## src/rtl/assert_macros.svh

```systemverilog
`ifndef ASSERT_MACROS_SVH
`define ASSERT_MACROS_SVH

// Same-cycle implication, sampled on clk, off while rst_n is low.
`define ASSERT_SAME(label, cond, prop, msg) \
    label: assert property (@(posedge clk) disable iff (!rst_n) (cond) |-> (prop)) \
        else $error(msg);

// Next-cycle implication, sampled on clk, off while rst_n is low.
`define ASSERT_NEXT(label, cond, prop, msg) \
    label: assert property (@(posedge clk) disable iff (!rst_n) (cond) |=> (prop)) \
        else $error(msg);

`endif

```

## src/rtl/tdpc_ram.sv

```systemverilog
module tdpc_ram #(
    parameter int WIDTH = 8,
    parameter int DEPTH = 16,
    localparam int AW = (DEPTH > 1) ? $clog2(DEPTH) : 1
) (
    input  logic             clk,
    input  logic             we,
    input  logic [AW-1:0]    waddr,
    input  logic [WIDTH-1:0] wdata,
    input  logic             re,
    input  logic [AW-1:0]    raddr,
    output logic [WIDTH-1:0] rdata
);

    logic [WIDTH-1:0] mem [DEPTH];

    always_ff @(posedge clk)
    begin
        if (we)
        begin
            mem[waddr] <= wdata;
        end
        // hold read data until the next read
        if (re)
        begin
            rdata <= mem[raddr];
        end
    end

endmodule

```

## config.mk

```make
export PLATFORM = sky130hd
export DESIGN_NAME = tdpc_ram
export DESIGN_NICKNAME = d
export VERILOG_FILES = /design/src/rtl/assert_macros.svh /design/src/rtl/tdpc_ram.sv
export SDC_FILE = /design/constraint.sdc
export NUM_CORES = 1
export LEC_CHECK = 0
export BUFFER_PORTS_ARGS = -buffer_cell sky130_fd_sc_hd__buf_2
export CORE_ASPECT_RATIO = 0.5
export CORE_MARGIN = 2
export CORE_UTILIZATION = 51
export CTS_BUF_LIST = sky130_fd_sc_hd__clkbuf_8
export DETAILED_ROUTE_END_ITERATION = 10
export PLACE_DENSITY = 0.68
export SETUP_SLACK_MARGIN = 0.4
export SYNTH_ARGS = -nofsm -noshare
export SYNTH_HDL_FRONTEND = slang
export SYNTH_SLANG_ARGS = --single-unit
```

## constraint.sdc

```tcl
create_clock -name clk -period 1.7 [get_ports clk]
set_input_delay 0.085 -clock clk [delete_from_list [all_inputs] [get_ports clk]]
set_output_delay 0.085 -clock clk [all_outputs]
set_load 0.03 [all_outputs]
```

== Word level (Yosys, flattened, before mapping) ==
Memories as Yosys holds them, arrays and structs flattened. A register that Yosys moved wholly into a read port is not among the register bits.
Cells that the tools add are included.
Widths: inputs -> output; s select.

* Memory bits (writable): 128
* Memories: 1
* Flip-flop bits (word level): 0

* Multiplexer cells: 2

{| class="wikitable"
|+ Memory list
! memory !! depth !! width !! read ports !! clocked after memory_dff !! write ports !! RTL line !! source
|-
| mem || 16 || 8 || 1 || 1 || 1 || tdpc_ram.sv:15 || <nowiki>logic [WIDTH-1:0] mem [DEPTH];</nowiki>
|}

{| class="wikitable"
|+ Operators with widths
! kind !! number
|-
| $mux 1 || 2
|}

== Longest topological paths before layout ==
Gate-level depths: netlist (run 1).

* Word-level depth: 2
* Depth in mapped cells: 5

== Worst setup path before layout (run 1) ==
OpenSTA, ideal clock, no wires.

* Path kind: input -> register
* Start: in waddr[2]
* End: mem mem[0][0], enable pin
* Stages: 2
* Path slack: 122 ps
* Data arrival time: 1195 ps
* Path through: or3b_2 nor3_1

{| class="wikitable"
|+ RTL lines
! what !! RTL line !! source
|-
| start, declared || tdpc_ram.sv:8 || <nowiki>input logic [AW-1:0] waddr,</nowiki>
|-
| end, declared || tdpc_ram.sv:15 ||
|}

Straight into the memory's write port.

==> results of run 1 <==
per-stage QoR:
step           cells  setup slack, ns  power, W  util (%)  area (um2)
2_1_floorplan    229            0.349   0.00410         -        5230
3_3_place_gp     413           -0.148   0.00426      56.0        5650
3_5_place_dp     413           -0.142   0.00428      56.0        5650
4_1_cts          445            0.221   0.00686      60.2        6070
5_1_grt          445            0.169   0.00705      60.3        6080
6_report         445            0.199   0.00681      60.3        6080
worst reg2reg max path: cells and delay by family (launching register included):
family	cells	cell delay (ns)
AOI/OAI and AO/OA	1	0.30
muxes	1	0.49
and+or+nand+nor	1	0.09
DFF	1	0.37
cell usage after synthesis:
library cell       n
edfxtp_1         136
mux4_2            18
a22oi_1           16
mux4_1            14
nor2_1            13
nand2_1            9
nor3_1             4
buf_2              3
buf_6              3
clkdlybuf4s25_2    3
nand2b_1           2
nand3b_1           2
and2_1             1
and2b_1            1
buf_4              1
nand3_1            1
nor2b_1            1
or3b_2             1
worst paths after layout:
kind	from	endpoint	slack [ns]	cells past startpoint
worst max-delay path	mem[3][6]	rdata[6]	0.20	3
worst min-delay path	re	rdata[5]	0.05	1
worst max register to register	mem[3][6]	rdata[6]	0.20	3
worst min register to register	mem[5][0]	rdata[0]	0.75	3
kinds of logic (layout without fill, tap and decap cells):
| family | count (synthesis) | in the layout | share of synthesized area (%) |
|---|---|---|---|
| compound gates | 16 | 16 | 2.30 |
| mux | 32 | 32 | 14.8 |
| simple gates | 35 | 35 | 3.14 |
| buf+inv | 10 | 86 | 1.65 |
| flops | 136 | 136 | 78.1 |
sequential cells by signal, indices dropped and copies added, names as in the netlist:
register  count
rdata         8
mem         128
routing by layer:
layer  vias up  GRT usage (%)  share of wire, %
met3         9           7.19                11
met2       103           30.4                45
met4         0           6.09               1.1
li1       1099              -                 -
met5         -              0                 0
met1      1298           28.3                43
cell type report:
class / instances / area (um2)
clock inverter: 15 / 160
sequential: 136 / 4080
multi-input combinational: 83 / 1060
fill: 721 / 4000
clock buffer: 17 / 234
timing repair buffer: 54 / 365
tap: 140 / 175
what timing repair did:
item	4_1_cts	5_1_grt
endpoints found under the setup margin	8	8
pin swaps	2	3
gates resized for setup	5	3
power by group:
group          total, W  internal, W  switching [W]  leakage, nW
logic          0.000413     0.000171       0.000242        0.589
registers       0.00380      0.00377      0.0000231         1.24
clock network   0.00260      0.00143        0.00117        0.201
total           0.00681      0.00537        0.00144         2.03
layout by cell type, fill, tap and decap left out:
master and n:
buf_12 2, a22oi_2 8, clkinv_2 5, buf_4 26, edfxtp_1 136, nor3_1 3, clkinv_1 3, clkinv_4 3
and2_1 1, mux4_1 4, buf_2 26, nand3_1 1, or3b_2 1, nor2_1 13, a22oi_1 8, clkbuf_8 17
mux4_2 28, bufinv_16 3, and2b_1 1, nand2b_1 2, nand3b_1 2, nand2_1 9, nor3_2 1, nor2b_1 1
clkinvlp_4 1
==> flow_metrics.py, run 1 <==
metrics = {
    "route": {
        "drt-total-wl_um": 10100,
        "post-route-drc-count": 0,
        "drt_iter0_drc": 225,
        "ant_nets": 0,
        "firstDrtPassIters": 4,
        "avgViaCountPerCell": 5.64,
        "wl_per_cell_um": 22.8,
        "via_count": 2509,
    },
    "synth": {
        "syn_inst": 229,
        "synth_seq_cells": 136,
        "syn_nets": 248,
        "synth.area.top_cells": "edfxtp_1, mux4_2, mux4_1, a22oi_1, nor2_1",
        "ys_seq_area_share_pct": 78.1,
        "syn_area_um2": 5230,
        "synth_area_leader_cell": "edfxtp_1",
        "syn_area_per_cell_um2": 22.8,
        "yosysTopAreaCellShare_pct": 78.1,
        "ys_types": 18,
        "ys_warn_count": 0,
    },
    "setup_path": {
        "slowest_stage": "mux4_2",
        "slowest_delay_ns": 0.49,
        "critPathMaxFanout": 1,
        "critPathRequiredTime_ns": 1.86,
        "crit_chain": "mux4_2, a22oi_2, nand2_1",
        "worstPathArrival_ns": 1.67,
        "cp_num_buf_inv": 0,
        "cp-start-kind": "register",
        "cp_top_family": "multiplexers",
        "crit_type": "register to register",
        "endpoint_kind": "register",
    },
    "pwr": {
        "peakVddDrop_mv": 0.507,
        "powerDensity_nw_per_um2": 1120,
        "leakage_nw": 2.03,
    },
    "clock_tree": {
        "cts_buffers": 17,
        "hold_buffers": 0,
        "cts_buffer_depth": 2,
        "cts_tree": "done",
        "clock_latency_ns": 0.42,
        "post-cts-setup-buffer-count": 0,
        "h-tree-depth": 4,
        "path_clk_slew_ns": 0.07,
        "cts_root_buffer": "clkbuf_8",
        "cts_num_sinks": 136,
    },
    "placed_design": {
        "gp_congestion": 0.754,
        "port_buffers": 26,
        "dp.final_hpwl_um": 6510,
    },
    "sta": {
        "fin_setup_tns_ns": 0,
        "fin_skew_ns": 0.00706,
        "fin_hold_ws_ns": 0.0453,
        "finalHoldViolCount": 0,
        "worst_pin_slew_ns": 0.459,
        "post-route-period-util_pct": 88.3,
        "slew-limit-headroom_pct": 69.4,
        "rsz0062_at_grt": "yes",
        "fmax_ghz": 0.666,
        "period_needed_ns": 1.50,
        "finalSetupViolations": 0,
        "drv_slew": 0,
    },
    "global_routing": {
        "grt_pass1_wl_um": 15100,
        "grtUsageTotal_pct": 20.1,
        "antenna_found_initial": 0,
        "overflow": 0,
        "grt_max_degree": 22,
        "grt_pass1_vias": 2476,
    },
    "floorplan": {
        "core_area_um2": 10100,
        "dieArea_um2": 11100,
        "die_x_um": 147,
        "die_h_um": 75.6,
        "row_count": 26,
        "num_io_pins": 27,
        "initial_utilization_pct": 51.8,
    },
    "finish": {
        "syn_to_final_growth_pct": 16.4,
        "drive_gt1_share_pct": 39.7,
        "num-nets-final": 311,
        "n_antenna_cell": 0,
    },
    "hold_path": {
        "hold_class": "input pin to register",
    },
    "run_status": {
        "status": "complete, no violations",
    },
    "run": {
        "drv_cap": 0,
    },
}
Note: power is estimated with default switching activity, not from simulation.
==> run 2, diff against run 1 <==
--- a/config.mk
+++ b/config.mk
@@ -6,12 +6,15 @@
 export NUM_CORES = 1
 export LEC_CHECK = 0
 export BUFFER_PORTS_ARGS = -buffer_cell sky130_fd_sc_hd__buf_2
+export CELL_PAD_IN_SITES_DETAIL_PLACEMENT = 1
+export CELL_PAD_IN_SITES_GLOBAL_PLACEMENT = 2
 export CORE_ASPECT_RATIO = 0.5
 export CORE_MARGIN = 2
-export CORE_UTILIZATION = 51
+export CORE_UTILIZATION = 50
 export CTS_BUF_LIST = sky130_fd_sc_hd__clkbuf_8
 export DETAILED_ROUTE_END_ITERATION = 10
-export PLACE_DENSITY = 0.68
+export MAX_ROUTING_LAYER = met4
+export PLACE_DENSITY_LB_ADDON = 0.1
 export SETUP_SLACK_MARGIN = 0.4
 export SYNTH_ARGS = -nofsm -noshare
 export SYNTH_HDL_FRONTEND = slang
==> run 2 against run 1 <==
Clock-buffer cell count unchanged. Final cell count did not move. Sequential share of layout area about the same. Power up 0.62%. Critical endpoint is now rdata[1]. Largest cell class unchanged. Flip-flop and latch count stayed put. Via count is essentially flat.
==> flow_metrics.py, run 2 (synthesis results as in run 1) <==
metrics = {
    "finish": {
        "num-nets-final": 310,
        "largest-register": "mem",
        "layout.cells.non_filler": 445,
        "drive_gt1_share_pct": 39.5,
        "syn_to_final_growth_pct": 16.4,
        "layout_common_cells": "edfxtp_1, mux4_2, buf_2, buf_4, clkbuf_8",
        "final_core_util_pct": 59.8,
        "reg.largest.list": "mem x128, rdata x8",
        "largest_reg_flops": 128,
        "final_common_cell": "edfxtp_1",
    },
    "sta": {
        "fmax_ghz": 0.658,
        "finalHoldViolCount": 0,
        "rsz0062_at_grt": "yes",
        "worst_pin_slew_ns": 0.547,
        "post-route-period-util_pct": 89.4,
        "period_needed_ns": 1.52,
        "slew-limit-headroom_pct": 63.4,
        "drv_slew": 0,
        "finalSetupViolations": 0,
        "fin_skew_ns": 0.0127,
    },
    "setup_path": {
        "endpoint_kind": "register",
        "critPathRequiredTime_ns": 1.89,
        "slowest_delay_ns": 0.47,
        "cp-start-kind": "register",
        "r2r_cells": 4,
        "critPathMaxFanout": 1,
        "reg2reg_to": "rdata[1]",
        "rrSetupSlack_ns": 0.18,
        "crit_type": "register to register",
        "regToRegStartpoint": "mem[0][1]",
        "crit_chain": "mux4_2, a22oi_2, buf_4, nand2_2",
        "worstPathArrival_ns": 1.71,
        "slowest_stage": "mux4_2",
    },
    "run_status": {
        "status": "complete, no violations",
    },
    "global_routing": {
        "grt_max_degree": 33,
        "antenna_found_initial": 0,
        "grt_pass1_wl_um": 16500,
        "grtUsageTotal_pct": 21.8,
        "grt_pass1_vias": 2689,
        "overflow": 0,
    },
    "clock_tree": {
        "h-tree-depth": 4,
        "cts_num_sinks": 136,
        "cts_tree": "done",
        "path_clk_slew_ns": 0.08,
        "cts_buffers": 17,
        "hold_buffers": 0,
        "clock_latency_ns": 0.43,
        "cts_buffer_depth": 2,
        "post-cts-setup-buffer-count": 0,
        "cts_root_buffer": "clkbuf_8",
    },
    "pwr": {
        "peakVddDrop_mv": 0.614,
        "total_power_w": 0.00685,
        "powerDensity_nw_per_um2": 1130,
        "leakage_nw": 2.01,
    },
    "placed_design": {
        "dp.final_hpwl_um": 7110,
        "dpl.cell_count": 412,
        "gp_congestion": 0.727,
        "port_buffers": 26,
    },
    "hold_path": {
        "min_to": "rdata[3]",
        "hold_depth": 1,
        "hold_class": "input pin to register",
        "min_from": "re",
    },
    "floorplan": {
        "dieArea_um2": 11300,
        "num_io_pins": 27,
        "row_count": 26,
        "initial_utilization_pct": 51.3,
        "die_h_um": 76.3,
        "core_area_um2": 10200,
        "die_x_um": 149,
    },
    "route": {
        "ant_nets": 0,
        "avgViaCountPerCell": 5.64,
        "via_count": 2510,
        "drt-total-wl_um": 11000,
        "wl_per_cell_um": 24.7,
        "drt_iter0_drc": 200,
        "firstDrtPassIters": 5,
        "post-route-drc-count": 0,
    },
    "run": {
        "drv_cap": 0,
    },
}
-- run 2: cell count changes in the layout (fill, tap and decap cells not counted), moves of 2 or more --
cell,before,now
buf_4,26,23
nand2_1,9,7
a22oi_2,8,5
mux4_2,28,30
clkinvlp_4,1,3
clkinv_2,5,3
mux4_1,4,2
buf_12,2,4
clkinv_4,3,1
nand2_2,0,2
a22oi_1,8,11
-- run 2: layout make-up --
cell class,count,area (um2)
Antenna cell,1,2.50
Tap cell,140,175
Clock buffer,17,234
Timing Repair Buffer,53,383
Fill cell,878,4100
Sequential cell,136,4080
Multi-Input combinational cell,83,1050
Clock inverter,15,160
-- run 2: critical path: cells and delay by family, from the launching register on --
kind                   cells  cell delay (ns)
DFF                        1             0.37
muxes                      1             0.47
and+or+nand+nor            1             0.04
AOI/OAI and AO/OA          1             0.23
buffers and inverters      1             0.17
-- run 2: power by group --
group	switching (W)	total [W]	internal [W]
logic	0.000251	0.000427	0.000176
registers	0.0000217	0.00380	0.00377
clock network	0.00120	0.00263	0.00143
-- run 2: how the worst max path moves through the flow --
stage                          from   endpoint  cells after the start
after floorplan            waddr[2]  mem[3][0]                      2
after global routing      mem[0][1]   rdata[1]                      4
after global placement     raddr[0]   rdata[3]                      5
final                     mem[0][1]   rdata[1]                      4
after detailed placement   raddr[0]   rdata[4]                      5
after CTS                 mem[0][1]   rdata[1]                      4
-- run 2: timing repair --
item                       4_1_cts  5_1_grt
resized for setup                8        1
pin swaps                        3        3
setup endpoints to repair        8        8
-- run 2: through the flow --
step / setup WS (ns) / setup TNS, ns / area, um2 / hold slack, ns
after floorplan: 0.349 / 0 / 5230 / 0.184
after global placement: -0.0561 / -0.122 / 5670 / 0.458
after detailed placement: -0.0839 / -0.146 / 5670 / 0.482
after CTS: 0.181 / 0 / 6080 / 0.0117
after global routing: 0.127 / 0 / 6080 / 0.0246
final: 0.179 / 0 / 6090 / 0.0477
-- run 2: metal layers --
| layer | vias to the layer above | wire [um] | global-route usage [%] |
|---|---|---|---|
| li1 | 1095 | - | - |
| met1 | 1322 | 4750 | 31.3 |
| met2 | 78 | 5220 | 30.7 |
| met3 | 15 | 892 | 6.47 |
| met4 | 0 | 132 | 6.38 |
| met5 | - | 0 | - |
