[config.mk]
export PLATFORM = sky130hd
export DESIGN_NAME = tdpc_mac
export DESIGN_NICKNAME = d
export VERILOG_FILES = /design/src/rtl/assert_macros.svh /design/src/rtl/tdpc_pkg.sv /design/src/rtl/tdpc_mac.sv
export SDC_FILE = /design/constraint.sdc
export NUM_CORES = 1
export LEC_CHECK = 0
export BUFFER_PORTS_ARGS = -buffer_cell sky130_fd_sc_hd__buf_2
export CAP_MARGIN = 20
export CORE_UTILIZATION = 55
export DETAILED_ROUTE_END_ITERATION = 16
export GPL_ROUTABILITY_DRIVEN = 1
export HOLD_SLACK_MARGIN = 0.1
export PLACE_DENSITY = 0.78
export SETUP_SLACK_MARGIN = 0.05
export SLEW_MARGIN = 20
export SYNTH_ARGS = -nofsm -noshare
export SYNTH_HDL_FRONTEND = slang
export SYNTH_SLANG_ARGS = --single-unit
export TNS_END_PERCENT = 30
[constraint.sdc]
create_clock -name clk -period 9.9 [get_ports clk]
set_input_delay 1.98 -clock clk [delete_from_list [all_inputs] [get_ports clk]]
set_output_delay 1.98 -clock clk [all_outputs]
set_load 0.02 [all_outputs]
[src/rtl/assert_macros.svh]
`ifndef ASSERT_MACROS_SVH
`define ASSERT_MACROS_SVH

// Same-cycle implication, sampled on clk, off while rst_n is low.
`define ASSERT_SAME(label, cond, prop, msg) \
    label: assert property (@(posedge clk) disable iff (!rst_n) (cond) |-> (prop)) \
        else $error(msg);

// Next-cycle implication, sampled on clk, off while rst_n is low.
`define ASSERT_NEXT(label, cond, prop, msg) \
    label: assert property (@(posedge clk) disable iff (!rst_n) (cond) |=> (prop)) \
        else $error(msg);

`endif

[src/rtl/tdpc_pkg.sv]
package tdpc_pkg;

    localparam int FUNC_W   = 2;
    localparam int SYMBOL_W = 7;
    localparam int X_W      = 6;
    localparam int CFG_W    = 12;
    localparam int CFG_IDX_W = 2;
    localparam int TOTAL_W  = 23;
    localparam int HASH_W   = 30;
    localparam int MUL_W    = X_W;

    localparam logic [FUNC_W-1:0] FUNC_PATTERN = 2'd0;
    localparam logic [FUNC_W-1:0] FUNC_GRID    = 2'd1;
    localparam logic [FUNC_W-1:0] FUNC_RESTART = 2'd2;

    localparam logic [CFG_IDX_W-1:0] CFG_PATTERN_ROWS = 2'd0;
    localparam logic [CFG_IDX_W-1:0] CFG_PATTERN_COLS = 2'd1;
    localparam logic [CFG_IDX_W-1:0] CFG_GRID_COLS    = 2'd2;

    localparam logic [HASH_W-1:0]   MOD_A     = 30'd1000000007;
    localparam logic [HASH_W-1:0]   MOD_B     = 30'd1000000009;
    localparam logic [MUL_W-1:0]    BASE      = 6'd26;
    localparam logic [SYMBOL_W-1:0] SYM_BASE  = 7'd65;
    localparam logic [TOTAL_W-1:0]  TOTAL_MAX = 23'd4194304;

    typedef struct packed {
        logic             start;
        logic [MUL_W-1:0] mul;
    } mac_req_t;

    // one double-and-add step, result stays below m
    function automatic logic [HASH_W-1:0] mod_dbl_add(
        input logic [HASH_W-1:0] r,
        input logic [HASH_W-1:0] a,
        input logic              add,
        input logic [HASH_W-1:0] m
    );
        logic [HASH_W:0] d;
        logic [HASH_W:0] s;
        d = {r, 1'b0};
        if (d >= {1'b0, m})
        begin
            d = d - {1'b0, m};
        end
        s = d + (add ? {1'b0, a} : '0);
        if (s >= {1'b0, m})
        begin
            s = s - {1'b0, m};
        end
        return s[HASH_W-1:0];
    endfunction

    function automatic logic [HASH_W-1:0] mod_add(
        input logic [HASH_W-1:0] a,
        input logic [HASH_W-1:0] b,
        input logic [HASH_W-1:0] m
    );
        logic [HASH_W:0] s;
        s = {1'b0, a} + {1'b0, b};
        if (s >= {1'b0, m})
        begin
            s = s - {1'b0, m};
        end
        return s[HASH_W-1:0];
    endfunction

    function automatic logic [HASH_W-1:0] mod_sub(
        input logic [HASH_W-1:0] a,
        input logic [HASH_W-1:0] b,
        input logic [HASH_W-1:0] m
    );
        logic [HASH_W:0] d;
        d = {1'b0, a} - {1'b0, b};
        if (d[HASH_W])
        begin
            d = d + {1'b0, m};
        end
        return d[HASH_W-1:0];
    endfunction

endpackage

[src/rtl/tdpc_mac.sv]
module tdpc_mac (
    input  logic                            clk,
    input  logic                            rst_n,
    input  tdpc_pkg::mac_req_t              req,
    input  logic [tdpc_pkg::HASH_W-1:0]     a_a,
    input  logic [tdpc_pkg::HASH_W-1:0]     a_b,
    input  logic [tdpc_pkg::HASH_W-1:0]     c_a,
    input  logic [tdpc_pkg::HASH_W-1:0]     c_b,
    output logic                            done,
    output logic [tdpc_pkg::HASH_W-1:0]     r_a,
    output logic [tdpc_pkg::HASH_W-1:0]     r_b
);
    import tdpc_pkg::*;

    localparam int STEP_W = $clog2(MUL_W + 1);

    logic              busy_reg;
    logic              done_reg;
    logic [STEP_W-1:0] step_reg;
    logic [MUL_W-1:0]  mul_reg;
    logic [HASH_W-1:0] a_a_reg;
    logic [HASH_W-1:0] a_b_reg;
    logic [HASH_W-1:0] c_a_reg;
    logic [HASH_W-1:0] c_b_reg;
    logic [HASH_W-1:0] r_a_reg;
    logic [HASH_W-1:0] r_b_reg;

    // (a * mul + c) mod M on both lanes, one multiplier bit per cycle, msb first
    always_ff @(posedge clk or negedge rst_n)
    begin
        if (!rst_n)
        begin
            busy_reg <= 1'b0;
            done_reg <= 1'b0;
            step_reg <= '0;
        end
        else if (req.start)
        begin
            busy_reg <= 1'b1;
            done_reg <= 1'b0;
            step_reg <= '0;
        end
        else if (busy_reg)
        begin
            if (step_reg == STEP_W'(MUL_W))
            begin
                busy_reg <= 1'b0;
                done_reg <= 1'b1;
            end
            else
            begin
                step_reg <= step_reg + STEP_W'(1);
            end
        end
        else
        begin
            done_reg <= 1'b0;
        end
    end

    always_ff @(posedge clk)
    begin
        if (req.start)
        begin
            mul_reg <= req.mul;
            a_a_reg <= a_a;
            a_b_reg <= a_b;
            c_a_reg <= c_a;
            c_b_reg <= c_b;
            r_a_reg <= '0;
            r_b_reg <= '0;
        end
        else if (busy_reg)
        begin
            if (step_reg == STEP_W'(MUL_W))
            begin
                r_a_reg <= mod_add(r_a_reg, c_a_reg, MOD_A);
                r_b_reg <= mod_add(r_b_reg, c_b_reg, MOD_B);
            end
            else
            begin
                r_a_reg <= mod_dbl_add(r_a_reg, a_a_reg, mul_reg[MUL_W-1], MOD_A);
                r_b_reg <= mod_dbl_add(r_b_reg, a_b_reg, mul_reg[MUL_W-1], MOD_B);
                mul_reg <= {mul_reg[MUL_W-2:0], 1'b0};
            end
        end
    end

    assign done = done_reg;
    assign r_a  = r_a_reg;
    assign r_b  = r_b_reg;

endmodule

Word-level counts from Yosys, hierarchy flattened
Cells that the tools add are included.
{ "word_totals": {"regBits": 191, "input_bits": 129, "output_inout_bits": 61, "word_cells": 60} }
{ "classes": {"add_sub_neg": 11, "n_lt_le_gt_ge": 6, "eq_ne": 3, "n_mux": 28, "reduce_logical": 2} }
{ "op_table": {"columns": ["op", "count"], "rows": [
  ["$mux 31", 8],
  ["$mux 30", 8],
  ["$ge 31x30->1 const B", 6],
  ["$sub 30x30->30 const B", 4],
  ["$add 30x30->31", 2],
  ["$add 31x30->31", 2],
  ["$sub 31x30->31 const B", 2],
  ["$mux 6", 3],
  ["$mux 3", 3],
  ["$mux 1", 6],
  ["$add 3x1->3 const B", 1],
  ["$eq 3x3->1 const B", 1],
  ["$ne 3x2->1 const B", 1],
  ["$ne 2x2->1 const B", 1],
  ["$reduce_and 2->1", 1],
  ["$reduce_bool 2->1", 1]
]} }

Logic depth before layout (Yosys ltp)
{ "logic_depth": {"depth_word": 9, "mapped_depth": 28} }

Worst setup path before layout
OpenSTA, ideal clock, no wires.
{ "synth_timing": {"kind": "flip-flop to flip-flop", "from": "register r_b_reg[4], in the netlist r_b[4]", "to": "register r_b_reg[18], in the netlist r_b[18]", "setup_time_ns": 0.133, "arrival_ns": 6.061, "required_time_ns": 9.767, "slack_ns": 3.706, "stages_incl_launch_ff": 25, "synth_period_minus_slack_ns": 6.194, "cell_sequence": "dfxtp_1 clkbuf_1 or4_1 a2111oi_0 o21ai_0 and3_1 and2_1 nor2_1 clkinv_1 clkbuf_1 ha_1 fa_1 a21o_1 a221o_1 a311oi_2 nor2_1 o311a_1 nor2_1 or4b_1 o211ai_4 o21ai_2 buf_2 a221oi_1 xnor2_1 o211ai_1"} }
{ "synth_between": {"elab_chain_cells": 9, "word_cells_on_any_way": 15, "cone_classes": "add/sub: 5; order compare: 3; mux: 7"} }
{ "synth_rtl": {"columns": ["element", "line_no", "text"], "rows": [
  ["start, declared", "tdpc_mac.sv:26", "logic [HASH_W-1:0] r_b_reg;"],
  ["start signal, assigned", "tdpc_mac.sv:78", "r_b_reg <= mod_add(r_b_reg, c_b_reg, MOD_B);"],
  ["start signal, assigned", "tdpc_mac.sv:83", "r_b_reg <= mod_dbl_add(r_b_reg, a_b_reg, mul_reg[MUL_W-1], MOD_B);"],
  ["$sub 31x30->31 / $ge 31x30->1 (equally long branches)", "tdpc_pkg.sv:43, tdpc_pkg.sv:41", null],
  ["$mux 31", "tdpc_pkg.sv:41", "if (d >= {1'b0, m})"],
  ["$mux 31", "tdpc_mac.sv:75", "if (step_reg == STEP_W'(MUL_W))"],
  ["$mux 31", "tdpc_mac.sv:73", "else if (busy_reg)"],
  ["$mux 31", "tdpc_mac.sv:63", "if (req.start)"],
  ["$add 31x30->31", "tdpc_pkg.sv:45", "s = d + (add ? {1'b0, a} : '0);"],
  ["$sub 30x30->30 / $ge 31x30->1 (equally long branches)", "tdpc_pkg.sv:48, tdpc_pkg.sv:46", null],
  ["$mux 30", "tdpc_pkg.sv:46", "if (s >= {1'b0, m})"],
  ["$mux 30 (*)", "tdpc_mac.sv:75", null]
]} }
Every way passes the cells marked *; elsewhere a longest branch is shown, timed or not. The select of a mux whose other input is x is not followed.
A chain may end at the register's enable or synchronous reset.

Worst setup path after layout
{ "layout_timing": {"from": "register r_a_reg[4], in the netlist r_a[4]", "to": "register r_a_reg[29], in the netlist r_a[29]"} }
{ "layout_between": {"elab_chain_cells": 9, "word_cells_on_any_way": 15, "cone_classes": "add/sub: 5; order compare: 3; mux: 7"} }
{ "layout_rtl": {"columns": ["element", "line_no", "text"], "rows": [
  ["start, declared", "tdpc_mac.sv:25", "logic [HASH_W-1:0] r_a_reg;"],
  ["start signal, assigned", "tdpc_mac.sv:77", "r_a_reg <= mod_add(r_a_reg, c_a_reg, MOD_A);"],
  ["start signal, assigned", "tdpc_mac.sv:82", "r_a_reg <= mod_dbl_add(r_a_reg, a_a_reg, mul_reg[MUL_W-1], MOD_A);"],
  ["$sub 31x30->31 / $ge 31x30->1 (equally long branches)", "tdpc_pkg.sv:43, tdpc_pkg.sv:41", null],
  ["$mux 31", "tdpc_pkg.sv:41", null],
  ["$mux 31", "tdpc_mac.sv:75", null],
  ["$mux 31", "tdpc_mac.sv:73", null],
  ["$mux 31", "tdpc_mac.sv:63", null],
  ["$add 31x30->31", "tdpc_pkg.sv:45", null],
  ["$sub 30x30->30 / $ge 31x30->1 (equally long branches)", "tdpc_pkg.sv:48, tdpc_pkg.sv:46", null],
  ["$mux 30", "tdpc_pkg.sv:46", null],
  ["$mux 30 (*)", "tdpc_mac.sv:75", null]
]} }
Marked as above.

==> impl_results.md <==
* Number of different library cells in the post-synthesis netlist at 100
* Maximum vdd ir drop at 163.3 uV
* Global-route wire length before repair at 100.6 mm
* Residual antenna-violating net count after detailed routing at 0
* Number of sinks on the clock net at 191
* Leading cell type in the layout, fill and taps excluded: nand2_1
* Unrepaired setup endpoints after global routing: no
* Leading cell types in the layout, fill and taps excluded: nand2_1 (237), buf_2 (188), a21oi_1 (184), nor2_1 (175), o21ai_0 (153)
* Number of vias after detailed routing at 19486
* Net count, final at 2732
* Site row count at 68
* Kind of end point of the critical path: register
* Final standard cell utilization of the core at 60.99%
* Full die area at 35740 sq um
* Top-level I/O count at 190
* Share of synthesized registers carrying an async set or reset at 2.618%
* Routed WL per cell at 22.64 um
* Final global-route overflow total at 0
* Largest net degree at the start of global routing at 86
* Vias in the first global route at 18262
* Syn Nets at 2627
* Number of flip-flops and latches in the synthesized netlist at 191
* Crit path DAT at 8.45 ns
* Leakage power at 8.451 nW
* Ratio of routed vias to standard cells at 6.635
* Transition at the pin with the smallest max-transition slack at 1.156 ns
* Sequential area share after synthesis at 26.56%
* Die Span X at 189.0 um
* Gate Count Post-Synth at 2364
* Total negative slack for setup checks at 0 ns
* Drt drc at 0
* Post_cts resized at 0
* Die outline height at 189.0 um
* Antenna violations before repair at 1
* Final GP Congestion at 0.9943
* Post-synth top flop: edfxtp_1
* Starting Density at 55.84%
* Number of violations reported at the end of detailed-routing iteration 0 at 1629
* Power Density at 332.0 nW/um^2
* Number of buffers inserted during clock tree synthesis at 17
* Final Max Tran Viols at 0
* Clock root cell: clkbuf_16
* Kind of start point of the critical path: register
* Buffers added on ports at 189
* CTS tree: built
* Clk_lat worst skew at 0.49 ns
* Syn-to-layout area delta at 9.227%
* Wire length after detailed routing at 66.50 mm
* Final number of setup-violating endpoints at 0
* Final critical delay including setup and external delays at 8.081 ns
* Mean instance size in the synthesized netlist at 8.139 sq um
* Total setup buffers inserted after CTS at 0
* Max-cap violation count at 0
* Maximum fanout encountered on the critical timing path at 19
* Dpl hpwl at 51.44 mm
* Fin Clk Skew at 0.01957 ns
* Number of enable-type register cells in the synthesized netlist at 126
* Final period utilization at 81.63%
* Total of hold buffers inserted after clock tree synthesis at 0
* Number of iterations in the first detailed-routing pass at 7
* Classification of the worst-slack hold path: register to register
* Fill cell total of the finished layout at 3106
* Yosys warning count at 0
* Max frequency at 123.7 MHz
* Number of levels the H-tree was split into at 4
* Worst Setup Path Type: register to register
* Placeable Area at 34460 sq um
* Max transition margin at 22.33%
* Antenna cells at 0
* Result of the run: completed
* Register clock-pin slew on the reported worst setup and hold paths at 0.10 ns
* Layout cell share with drive strength beyond 1 at 11.56%
* Required arrival time at the worst endpoint at 10.27 ns
* Netlist area before placement at 19240 sq um
* Maximum number of buffers from clock root to sink at 2
* GRT Overall Usage at 36.41%
* Hold Vio Cnt, Final at 0
worst max-delay path: stages, from the launching register on:
cell and delay [ns]:
dfxtp_1 0.42, nor4_1 0.56, a31oi_1 0.28, nand2_1 0.15
a21oi_1 0.10, nand3_1 0.14, o21a_1 0.39, clkinv_1 0.60
o21ai_0 0.29, xnor2_1 0.17, ha_1 0.56, nand2_1 0.18
o21ai_0 0.44, nor3_1 0.10, and3_1 0.20, nor3_1 0.92
a21oi_1 0.12, o2111a_1 0.19, o211ai_1 0.70, nand2_1 0.51
nor4b_2 0.39, xnor2_1 0.12, a2111oi_0 0.40
layer usage:
metal  wire (um)  up-vias  GRT usage, %
met4        4116        0         21.62
li1            -     9190             -
met1       26380     9163         43.55
met2       31240      913         61.55
met5           0        -             0
met3        4758      220         5.894
stage by stage:
stage | cell area [sq um] | instances | setup WS [ns] | total power [mW] | hold WS, ns
6_report | 21020 | 2937 | 1.819 | 6.978 | 0.4996
5_1_grt | 21020 | 2937 | 1.187 | 7.387 | 0.5499
4_1_cts | 21020 | 2937 | 1.992 | 6.854 | 0.5048
3_5_place_dp | 20360 | 2905 | 2.009 | 6.039 | 0.4838
3_3_place_gp | 20360 | 2905 | 2.217 | 5.992 | 0.4805
2_1_floorplan | 19240 | 2364 | 3.706 | 4.695 | 0.5102
cells in the mapped netlist, types with 21 or more instances:
master / number / share of area (%)
o211ai_1: 42 / 1.6
ha_1: 130 / 8.5
edfxtp_1: 126 / 20
a31oi_1: 37 / 1.2
a21o_1: 48 / 1.9
buf_2: 21 / 0.55
nor3_1: 64 / 1.7
inv_1: 35 / 0.68
dfxtp_1: 60 / 6.2
a211oi_1: 30 / 1.2
and2_1: 94 / 3.1
a21oi_1: 184 / 4.8
and3_1: 33 / 1.1
xor2_1: 73 / 3.3
clkbuf_1: 85 / 1.7
nand2_1: 237 / 4.6
xnor2_1: 134 / 6.1
nor4_1: 21 / 0.68
nand3_1: 73 / 1.9
o21ai_0: 153 / 4.0
or3_1: 24 / 0.78
nor2_1: 176 / 3.4
nand4_1: 43 / 1.4
power by group:
group	total, mW	switching (mW)	internal, mW
Combinational	4.87	3.15	1.73
Clock	0.786	0.425	0.362
Sequential	1.32	0.329	0.990
final cells by class:
| type | count | area, sq um | area share (%) |
|---|---|---|---|
| timing repair buffer | 198 | 1020 | 4.852 |
| clock inverter | 15 | 229.0 | 1.089 |
| sequential | 191 | 5110 | 24.31 |
| tap | 455 | 569.3 | 2.709 |
| clock buffer | 17 | 425.4 | 2.024 |
| inverter | 37 | 138.9 | 0.6608 |
| multi-input combinational | 2024 | 13520 | 64.35 |
final timing paths:
| kind | slack [ns] | end | depth (start not counted) | start |
|---|---|---|---|---|
| worst min-delay path | 0.50 | done$_DFFE_PN0P_ | 2 | done$_DFFE_PN0P_ |
| max in group asynchronous | 8.48 | done$_DFFE_PN0P_ | 1 | rst_n |
| worst max-delay path | 1.82 | r_a[29]$_SDFFE_PP0P_ | 22 | r_a[4]$_SDFFE_PP0P_ |
| min in group asynchronous | 1.28 | step_reg[1]$_DFFE_PN0P_ | 1 | rst_n |
| worst min register to register | 0.50 | done$_DFFE_PN0P_ | 2 | done$_DFFE_PN0P_ |
| worst max register to register | 1.82 | r_a[29]$_SDFFE_PP0P_ | 22 | r_a[4]$_SDFFE_PP0P_ |
logic make-up after synthesis:
logic type	Yosys count	share of synthesized area [%]
and+or+nand+nor	915	24.55
adders and majority gates	134	8.870
AOI/OAI and AO/OA	747	26.25
xor gates and xnor gates	208	9.507
buffers and inverters	149	3.167
DFF	191	26.56
muxes	20	1.093
No activity file was read; power rests on OpenSTA's default activity.
